===== config.mk =====
export PLATFORM = sky130hd
export DESIGN_NAME = sliding_window_rate_meter
export DESIGN_NICKNAME = d
export VERILOG_FILES = /design/src/rtl/srm_pkg.sv /design/src/rtl/srm_cell.sv /design/src/rtl/srm_div.sv /design/src/rtl/sliding_window_rate_meter.sv
export SDC_FILE = /design/constraint.sdc
export NUM_CORES = 2
export LEC_CHECK = 0
export BUFFER_PORTS_ARGS = -buffer_cell sky130_fd_sc_hd__buf_2
export CAP_MARGIN = 5
export CORE_MARGIN = 1
export CORE_UTILIZATION = 48
export DETAILED_ROUTE_END_ITERATION = 12
export GPL_ROUTABILITY_DRIVEN = 0
export MAX_ROUTING_LAYER = met4
export PLACE_DENSITY = 0.66
export SKIP_LAST_GASP = 1
export SYNTH_ARGS = -nofsm -noshare
export SYNTH_HDL_FRONTEND = slang
export SYNTH_SLANG_ARGS = --single-unit

===== constraint.sdc =====
create_clock -name clk_i -period 9.1 [get_ports clk_i]
set_clock_uncertainty 0.05 [all_clocks]
set_input_delay 0.91 -clock clk_i [delete_from_list [all_inputs] [get_ports clk_i]]
set_output_delay 0.91 -clock clk_i [all_outputs]
set_load 0.1 [all_outputs]

===== src/rtl/srm_pkg.sv =====
// Shared constants and types for the sliding-window rate meter.
// Used by srm_cell, srm_div, the top level and the checker; no dependencies.
`default_nettype none

package srm_pkg;

  // Window geometry
  localparam int unsigned DEPTH  = 8;
  localparam int unsigned IDX_W  = $clog2(DEPTH);
  localparam int unsigned FILL_W = $clog2(DEPTH + 1);

  // Field widths
  localparam int unsigned TIME_W     = 32;
  localparam int unsigned BYTE_W     = 48;
  localparam int unsigned INTERVAL_W = 16;
  localparam int unsigned MS_W       = 10;
  localparam int unsigned PROD_W     = BYTE_W + MS_W;
  localparam int unsigned DIV_CNT_W  = $clog2(PROD_W + 1);

  // Stream widths, padded to whole bytes
  localparam int unsigned IN_DATA_W  = ((TIME_W + BYTE_W + 7) / 8) * 8;
  localparam int unsigned OUT_DATA_W = ((BYTE_W + 7) / 8) * 8;

  // Constants
  localparam logic [INTERVAL_W-1:0] MIN_INTERVAL_RESET = INTERVAL_W'(900);
  localparam logic [MS_W-1:0]       MS_PER_S           = MS_W'(1000);
  localparam logic [BYTE_W-1:0]     SPEED_MAX          = '1;

  // Input kinds carried in tuser
  localparam logic OP_RESTART = 1'b0;
  localparam logic OP_SAMPLE  = 1'b1;

  // One window entry
  typedef struct packed {
    logic [TIME_W-1:0] t;
    logic [BYTE_W-1:0] b;
  } sample_t;

  // Per-cell command: load has priority over shift
  typedef struct packed {
    logic load;
    logic shift;
  } cell_ctrl_t;

endpackage

`default_nettype wire


===== src/rtl/srm_cell.sv =====
// One window cell: holds a (time, bytes) sample, loads new data or takes
// its upper neighbor's sample on a shift. Depends on srm_pkg.
`default_nettype none

module srm_cell (
  input  wire                 clk_i,
  input  wire                 rst_ni,
  input  srm_pkg::cell_ctrl_t ctrl_i,
  input  srm_pkg::sample_t    load_i,
  input  srm_pkg::sample_t    next_i,
  output srm_pkg::sample_t    sample_o
);

  srm_pkg::sample_t sample_q, sample_d;

  // Load wins over shift
  always_comb begin
    sample_d = sample_q;
    if (ctrl_i.load) begin
      sample_d = load_i;
    end else if (ctrl_i.shift) begin
      sample_d = next_i;
    end
  end

  always_ff @(posedge clk_i or negedge rst_ni) begin
    if (!rst_ni) begin
      sample_q <= '0;
    end else begin
      sample_q <= sample_d;
    end
  end

  assign sample_o = sample_q;

endmodule

`default_nettype wire


===== src/rtl/srm_div.sv =====
// Restoring radix-2 divider, one quotient bit per cycle.
// Divides the scaled byte delta by the time span. Depends on srm_pkg.
`default_nettype none

module srm_div (
  input  wire                              clk_i,
  input  wire                              rst_ni,
  input  wire                              start_i,
  input  wire [srm_pkg::PROD_W-1:0]        dividend_i,
  input  wire [srm_pkg::TIME_W-1:0]        divisor_i,
  output logic                             done_o,
  output logic [srm_pkg::PROD_W-1:0]       quotient_o
);

  logic                           busy_q, busy_d;
  logic                           done_q, done_d;
  logic [srm_pkg::DIV_CNT_W-1:0]  cnt_q, cnt_d;
  logic [srm_pkg::TIME_W-1:0]     rem_q, rem_d;
  logic [srm_pkg::TIME_W-1:0]     dvs_q, dvs_d;
  logic [srm_pkg::PROD_W-1:0]     quo_q, quo_d;
  logic [srm_pkg::TIME_W:0]       rem_sh;
  logic [srm_pkg::TIME_W:0]       rem_sub;
  logic                           fits;

  // One trial subtraction
  assign rem_sh  = {rem_q, quo_q[srm_pkg::PROD_W-1]};
  assign fits    = rem_sh >= {1'b0, dvs_q};
  assign rem_sub = rem_sh - {1'b0, dvs_q};

  always_comb begin
    busy_d = busy_q;
    done_d = 1'b0;
    cnt_d  = cnt_q;
    rem_d  = rem_q;
    dvs_d  = dvs_q;
    quo_d  = quo_q;
    if (start_i) begin
      busy_d = 1'b1;
      cnt_d  = srm_pkg::DIV_CNT_W'(srm_pkg::PROD_W);
      rem_d  = '0;
      dvs_d  = divisor_i;
      quo_d  = dividend_i;
    end else if (busy_q) begin
      rem_d = fits ? rem_sub[srm_pkg::TIME_W-1:0] : rem_sh[srm_pkg::TIME_W-1:0];
      quo_d = {quo_q[srm_pkg::PROD_W-2:0], fits};
      cnt_d = cnt_q - 1'b1;
      if (cnt_q == srm_pkg::DIV_CNT_W'(1)) begin
        busy_d = 1'b0;
        done_d = 1'b1;
      end
    end
  end

  // Control state
  always_ff @(posedge clk_i or negedge rst_ni) begin
    if (!rst_ni) begin
      busy_q <= 1'b0;
      done_q <= 1'b0;
      cnt_q  <= '0;
    end else begin
      busy_q <= busy_d;
      done_q <= done_d;
      cnt_q  <= cnt_d;
    end
  end

  // Datapath
  always_ff @(posedge clk_i) begin
    rem_q <= rem_d;
    dvs_q <= dvs_d;
    quo_q <= quo_d;
  end

  assign done_o     = done_q;
  assign quotient_o = quo_q;

endmodule

`default_nettype wire


===== src/rtl/sliding_window_rate_meter.sv =====
// Top level of the sliding-window rate meter: window cell row, divider, control.
// Depends on srm_pkg, srm_cell and srm_div.
//
// Usage:
//   Input beats arrive on s_axis_*. tuser is the kind (0 restart, 1 sample);
//   tdata carries elapsed_ms in bits [31:0] and byte_count in bits [79:32].
//   A restart or a sample that comes too early (or with time going back)
//   is absorbed without leaving idle and gives no result beat.
//   An accepted sample yields one beat on m_axis_* with the speed in bytes
//   per second in tdata[47:0], saturated at 2^48-1.
//   An accepted sample passes through the multiply, divide and done states; the
//   divide state runs the 58-step bit-serial divider, which a zero time span or
//   zero byte growth skips. The next beat is taken once the control is idle again.
//   s_axis_tready is high whenever the control is idle, also while a
//   finished result waits in the output register.
//   A stalled receiver holds the result; a second result then waits in the
//   final control step until the output register frees up.
//   The user must write min_interval_ms through cfg_we_i / cfg_wdata_i only while
//   idle; the block does not enforce it. Reset empties the window, clears the last
//   sample time and sets the interval to 900 ms; output comes out of reset empty.
`default_nettype none

module sliding_window_rate_meter (
  input  wire                                 clk_i,
  input  wire                                 rst_ni,
  // Configuration
  input  wire                                 cfg_we_i,
  input  wire [srm_pkg::INTERVAL_W-1:0]       cfg_wdata_i,     // min_interval_ms
  // Input stream
  input  wire                                 s_axis_tvalid,
  output logic                                s_axis_tready,
  input  wire [srm_pkg::IN_DATA_W-1:0]        s_axis_tdata,    // elapsed_ms, byte_count
  input  wire                                 s_axis_tuser,    // op
  // Output stream
  output logic                                m_axis_tvalid,
  input  wire                                 m_axis_tready,
  output logic [srm_pkg::OUT_DATA_W-1:0]      m_axis_tdata     // speed
);

  localparam logic [1:0] S_IDLE = 2'd0;
  localparam logic [1:0] S_MUL  = 2'd1;
  localparam logic [1:0] S_DIV  = 2'd2;
  localparam logic [1:0] S_DONE = 2'd3;

  logic [1:0]                        state_q, state_d;
  logic [srm_pkg::FILL_W-1:0]        fill_q, fill_d;
  logic [srm_pkg::TIME_W-1:0]        last_q, last_d;
  logic [srm_pkg::INTERVAL_W-1:0]    min_q;
  logic                              out_valid_q, out_valid_d;
  logic [srm_pkg::BYTE_W-1:0]        out_data_q, out_data_d;

  logic [srm_pkg::TIME_W-1:0]        dt_q, dt_d;
  logic [srm_pkg::BYTE_W-1:0]        db_q, db_d;
  srm_pkg::sample_t                  new_q, new_d;
  logic [srm_pkg::PROD_W-1:0]        prod_q;
  logic                              zero_q, zero_d;
  logic                              div_start_q, div_start_d;
  logic                              div_done;
  logic [srm_pkg::PROD_W-1:0]        quotient;

  srm_pkg::sample_t                  cells [srm_pkg::DEPTH];
  srm_pkg::cell_ctrl_t               ctrl  [srm_pkg::DEPTH];
  srm_pkg::sample_t                  cell_load;

  logic                              accept;
  logic                              in_op;
  srm_pkg::sample_t                  in_smp;
  logic [srm_pkg::TIME_W:0]          gap;
  logic                              pass;
  logic                              full;
  logic                              empty;
  srm_pkg::sample_t                  oldest;
  logic [srm_pkg::BYTE_W-1:0]        speed;
  logic                              out_free;

  // Unpack the input beat
  assign in_op    = s_axis_tuser;
  assign in_smp.t = s_axis_tdata[srm_pkg::TIME_W-1:0];
  assign in_smp.b = s_axis_tdata[srm_pkg::TIME_W +: srm_pkg::BYTE_W];

  assign s_axis_tready = (state_q == S_IDLE);
  assign accept        = s_axis_tvalid && s_axis_tready;

  // Sample gating: time must not go back and must clear the interval
  assign gap   = {1'b0, in_smp.t} - {1'b0, last_q};
  assign pass  = !gap[srm_pkg::TIME_W] &&
                 (gap[srm_pkg::TIME_W-1:0] >= srm_pkg::TIME_W'(min_q));
  assign full  = (fill_q == srm_pkg::FILL_W'(srm_pkg::DEPTH));
  assign empty = (fill_q == '0);

  // Oldest entry once the new sample is in
  assign oldest = full ? cells[1] : (empty ? in_smp : cells[0]);

  // Speed with saturation; a skipped division means zero
  assign speed = zero_q ? '0 :
                 (|quotient[srm_pkg::PROD_W-1:srm_pkg::BYTE_W]) ? srm_pkg::SPEED_MAX :
                 quotient[srm_pkg::BYTE_W-1:0];
  assign out_free = !out_valid_q || m_axis_tready;

  // Control and cell commands
  always_comb begin
    state_d     = state_q;
    fill_d      = fill_q;
    last_d      = last_q;
    out_valid_d = out_valid_q;
    out_data_d  = out_data_q;
    dt_d        = dt_q;
    db_d        = db_q;
    new_d       = new_q;
    zero_d      = zero_q;
    div_start_d = 1'b0;
    cell_load   = in_smp;
    for (int i = 0; i < srm_pkg::DEPTH; i++) begin
      ctrl[i] = '0;
    end

    if (out_valid_q && m_axis_tready) begin
      out_valid_d = 1'b0;
    end

    case (state_q)
      S_IDLE: begin
        if (accept) begin
          if (in_op == srm_pkg::OP_RESTART) begin
            cell_load.t  = '0;
            ctrl[0].load = 1'b1;
            fill_d       = srm_pkg::FILL_W'(1);
            last_d       = '0;
          end else if (pass) begin
            last_d = in_smp.t;
            new_d  = in_smp;
            if (full) begin
              for (int i = 0; i < srm_pkg::DEPTH; i++) begin
                ctrl[i].shift = 1'b1;
              end
              ctrl[srm_pkg::DEPTH-1].load = 1'b1;
            end else begin
              for (int i = 0; i < srm_pkg::DEPTH; i++) begin
                ctrl[i].load = (fill_q == srm_pkg::FILL_W'(i));
              end
              fill_d = fill_q + 1'b1;
            end
            dt_d    = (in_smp.t > oldest.t) ? in_smp.t - oldest.t : '0;
            db_d    = (in_smp.b > oldest.b) ? in_smp.b - oldest.b : '0;
            state_d = S_MUL;
          end
        end
      end
      S_MUL: begin
        zero_d      = (dt_q == '0) || (db_q == '0);
        div_start_d = !((dt_q == '0) || (db_q == '0));
        state_d     = S_DIV;
      end
      S_DIV: begin
        if (zero_q || div_done) begin
          state_d = S_DONE;
        end
      end
      S_DONE: begin
        if (out_free) begin
          out_valid_d = 1'b1;
          out_data_d  = speed;
          // Zero speed collapses the window to the newest sample
          if (speed == '0) begin
            cell_load    = new_q;
            ctrl[0].load = 1'b1;
            fill_d       = srm_pkg::FILL_W'(1);
          end
          state_d = S_IDLE;
        end
      end
      default: begin
        state_d = S_IDLE;
      end
    endcase
  end

  // Control registers
  always_ff @(posedge clk_i or negedge rst_ni) begin
    if (!rst_ni) begin
      state_q     <= S_IDLE;
      fill_q      <= '0;
      last_q      <= '0;
      min_q       <= srm_pkg::MIN_INTERVAL_RESET;
      out_valid_q <= 1'b0;
      zero_q      <= 1'b0;
      div_start_q <= 1'b0;
    end else begin
      state_q     <= state_d;
      fill_q      <= fill_d;
      last_q      <= last_d;
      out_valid_q <= out_valid_d;
      zero_q      <= zero_d;
      div_start_q <= div_start_d;
      if (cfg_we_i) begin
        min_q <= cfg_wdata_i;
      end
    end
  end

  // Datapath registers; scaled byte delta registered before the divider
  always_ff @(posedge clk_i) begin
    dt_q       <= dt_d;
    db_q       <= db_d;
    new_q      <= new_d;
    out_data_q <= out_data_d;
    prod_q     <= srm_pkg::PROD_W'(db_q) * srm_pkg::PROD_W'(srm_pkg::MS_PER_S);
  end

  // Row of window cells, oldest in cell 0
  for (genvar g = 0; g < srm_pkg::DEPTH; g++) begin : g_cell
    srm_pkg::sample_t nbr;
    if (g == srm_pkg::DEPTH - 1) begin : g_last
      assign nbr = '0;
    end else begin : g_mid
      assign nbr = cells[g+1];
    end
    srm_cell u_cell (
      .clk_i    (clk_i),
      .rst_ni   (rst_ni),
      .ctrl_i   (ctrl[g]),
      .load_i   (cell_load),
      .next_i   (nbr),
      .sample_o (cells[g])
    );
  end

  srm_div u_div (
    .clk_i      (clk_i),
    .rst_ni     (rst_ni),
    .start_i    (div_start_q),
    .dividend_i (prod_q),
    .divisor_i  (dt_q),
    .done_o     (div_done),
    .quotient_o (quotient)
  );

  assign m_axis_tvalid = out_valid_q;
  assign m_axis_tdata  = srm_pkg::OUT_DATA_W'(out_data_q);

endmodule

`default_nettype wire


==> results.cfg <==
[sta]
fin_crit_sh_pct = 75.9
slew_violations = 0
tightest_slew_ns = 1.35
period_needed_ns = 6.91
hold_viol_final = 0
tns_ns = 0
slew_headroom_pct = 9.43
setup_violations = 0
max_clock_freq_mhz = 145
timing.final.ws_setup_ns = 2.19
rsz0062_at_grt = false

[clock_tree]
clk_path_buf_depth = 3
ctsResizeCount = 0
cts_hold_buf = 0
cts_root_buf = clkbuf_16
cts_sinks = 1090
tritoncts = done
cts_made_buffers = 114
cts.clk_slew.worst_paths_ns = 0.06
htree_levels = 3
clk_latency_ns = 0.77
post_cts_buffers = 0

[layout]
syn_to_final_growth_pct = 10.3
drive_above_1_share_pct = 7.85
final_common_cell = mux2i_1
fillers = 10800
nets = 6185
design_area_mm2 = 0.0678
final_util_pct = 53.6
mostFrequentLayoutCells = 753 x mux2i_1, 699 x dfrtp_1, 569 x nor2_1, 417 x a21oi_1, 311 x ha_1

[grt]
grt_pass1_wl_mm = 238
top_usage_layer = met1
grt_pass1_vias = 41800
use_met1_pct = 35.1
overflow = 0
grt_usage_pct = 23.5
met3_usage_pct = 3.52
grt_antenna_before_repair = 17
grtUsageMet2_pct = 33.1
grt_max_degree = 165

[yosys]
syn_nets = 6161
synth-async-reset-ratio_pct = 64.7
avgSynthCellArea_um2 = 11.1
syn_inst = 5562
netlist_area_mm2 = 0.0615
synth_top_flop_cell = dfrtp_1
synth_seq_area_share_pct = 46.1
ys_seq_elements = 1090
synth-edff-count = 295
yosysWarnings = 0
synth_cell_types = 81

[critical_path]
required_ns = 9.46
cp_num_buf_inv = 2
critical_path_class = register to register
critPathCaptureType = register
crit_path_start_kind = register
arrival_ns = 7.27
cp_cell_sequence = inv_1 -> ha_1 -> nand2_1 -> nor2_4 -> buf_4 -> a21oi_1 -> ha_1 -> and4_1 -> nor4b_1 -> a21oi_1 -> o21ai_0 -> a31oi_1 -> o21ba_2 -> o21ai_0 -> o31ai_4 -> nor3_1
crit_path_top_delay_cell = nor4b_1
cpPeakStageDelay_ns = 0.92
critPathTopFamily = simple AND/OR/NAND/NOR gates
crit_path_max_fanout = 35

[floorplan]
die_h_um = 360
fp.coreArea_mm2 = 0.126
die_w_um = 360
io_pins = 152
die_area_mm2 = 0.129
initial_core_util_pct = 48.6
row_count = 130

[routing]
drc = 0
drt_iter0_markers = 3794
wl_per_cell_um = 20.3
drt_wl_total_mm = 149
via_count = 42800
ant_nets = 0
avgViaCountPerCell = 5.82
dr.pass1.iters = 6

[power]
swShare_pct = 23.0
power.total_mw = 10.5
p_int_mw = 8.08
leakage_nw = 30.1
pwr-share-seq_pct = 47.9
cellPowerDensity_mw_per_mm2 = 155
ir_drop_v = 0.000185
switching_power_mw = 2.41
comb_power_share_pct = 4.9
p_clk_share_pct = 47.1

[placed_design]
place_ws_ns = 1.79
portBuffers = 151
dpl_cell_area_mm2 = 0.0637
hpwl_mm = 102

[min_path]
hold_path_class = primary input to async pin

[run_status]
status = finished, final reports clean

[job]
max_cap_violations = 0
layout make-up:
type	instances	area, um^2	area share, %
Multi-Input combinational cell	3891	31000	45.7
Sequential cell	1090	28300	41.8
Clock buffer	167	3360	4.95
Tap cell	1650	2060	3.04
Timing Repair Buffer	205	1280	1.89
Inverter	284	1070	1.57
Clock inverter	48	691	1.02
Antenna cell	14	35.0	0.0517
power groups by stage:
stage / clock (mW) / sequential, mW / combinational [mW]
finish: 4.94 / 5.03 / 0.519
global route: 5.23 / 5.03 / 0.574
CTS: 5.04 / 5.03 / 0.517
detailed placement: 0 / 5.12 / 0.514
global placement: 0 / 5.12 / 0.507
floorplan: 0 / 5.12 / 0.280
cells by family after synthesis:
family | share of synthesized area, %
compound gates | 14.3
simple gates | 8.80
flops | 46.1
mux | 12.3
buf+inv | 3.76
fa+ha+maj | 12.4
xor+xnor | 2.35
per-layer routing:
metal | up-vias | share of wire, % | routed length, um
met5 | - | 0 | 0
met2 | 1113 | 42 | 63300
li1 | 20200 | - | -
met1 | 21200 | 49 | 73400
met3 | 207 | 6.2 | 9270
met4 | 0 | 2.3 | 3440
worst paths after layout:
check / cells after the start / start / end / slack (ns)
max in group asynchronous: 3 / rst_ni / g_cell[0].u_cell.sample_o[25] / 6.74
worst min-delay path: 1 / rst_ni / g_cell[5].u_cell.sample_o[68] / 0.07
min in group clk_i: 1 / s_axis_tdata[55] / new_q[23] / 0.35
worst max-delay path: 16 / fill_q[0] / db_q[2] / 2.19
worst min register to register: 0 / dt_q[19] / u_div.dvs_q[19] / 0.40
worst max register to register: 16 / fill_q[0] / db_q[2] / 2.19
flip-flops by register name, indices dropped and copies added (netlist names):
name and count:
u_div.quotient_o 58, zero_q 1, prod_q 55, new_q 80, u_div.done_o 1, state_q 2, m_axis_tvalid 1, db_q 48
min_q 16, dt_q 32, u_div.busy_q 1, g_cell.u_cell.sample_o 640, u_div.dvs_q 32, u_div.cnt_q 6, fill_q 4, u_div.rem_q 32
div_start_q 1, m_axis_tdata 48, last_q 32
stage by stage:
stage,hold slack (ns),std cells
6_report,0.0694,7349
5_1_grt,0.0932,7346
4_1_cts,0.0443,7335
3_5_place_dp,0.392,7120
3_3_place_gp,0.384,7120
2_1_floorplan,0.377,5562
Yosys cell counts (15+ instances only):
cell type / number / area, um^2
a211oi_1: 45 / 338
a21o_1: 124 / 931
a21oi_1: 417 / 2090
a221o_1: 192 / 1920
a22o_1: 87 / 762
a22oi_1: 34 / 255
a31oi_1: 29 / 181
a32oi_1: 20 / 175
and2_1: 16 / 100
and3_1: 19 / 119
buf_1: 26 / 97.6
buf_2: 73 / 365
clkbuf_1: 193 / 724
dfrtp_1: 701 / 17500
dfxtp_1: 90 / 1800
edfxtp_1: 295 / 8860
fa_1: 186 / 3720
ha_1: 311 / 3890
inv_1: 283 / 1060
mux2i_1: 753 / 7540
nand2_1: 303 / 1140
nand2b_1: 57 / 357
nand3_1: 61 / 305
nand4_1: 41 / 257
nor2_1: 572 / 2150
nor2b_1: 33 / 206
nor3_1: 39 / 195
nor4_1: 32 / 200
o211ai_1: 19 / 143
o21a_1: 23 / 173
o21ai_0: 108 / 541
o21bai_1: 25 / 188
o221ai_1: 21 / 184
o31ai_1: 15 / 113
xnor2_1: 93 / 815
xor2_1: 72 / 631
worst reg2reg max path, delay by kind of cell (launching register included):
kind | cells | cell delay (ns)
compound gates | 7 | 1.97
simple gates | 5 | 2.83
fa+ha+maj | 2 | 0.72
flops | 1 | 0.44
buf+inv | 2 | 0.57
Note: power is estimated with default switching activity, not from simulation.
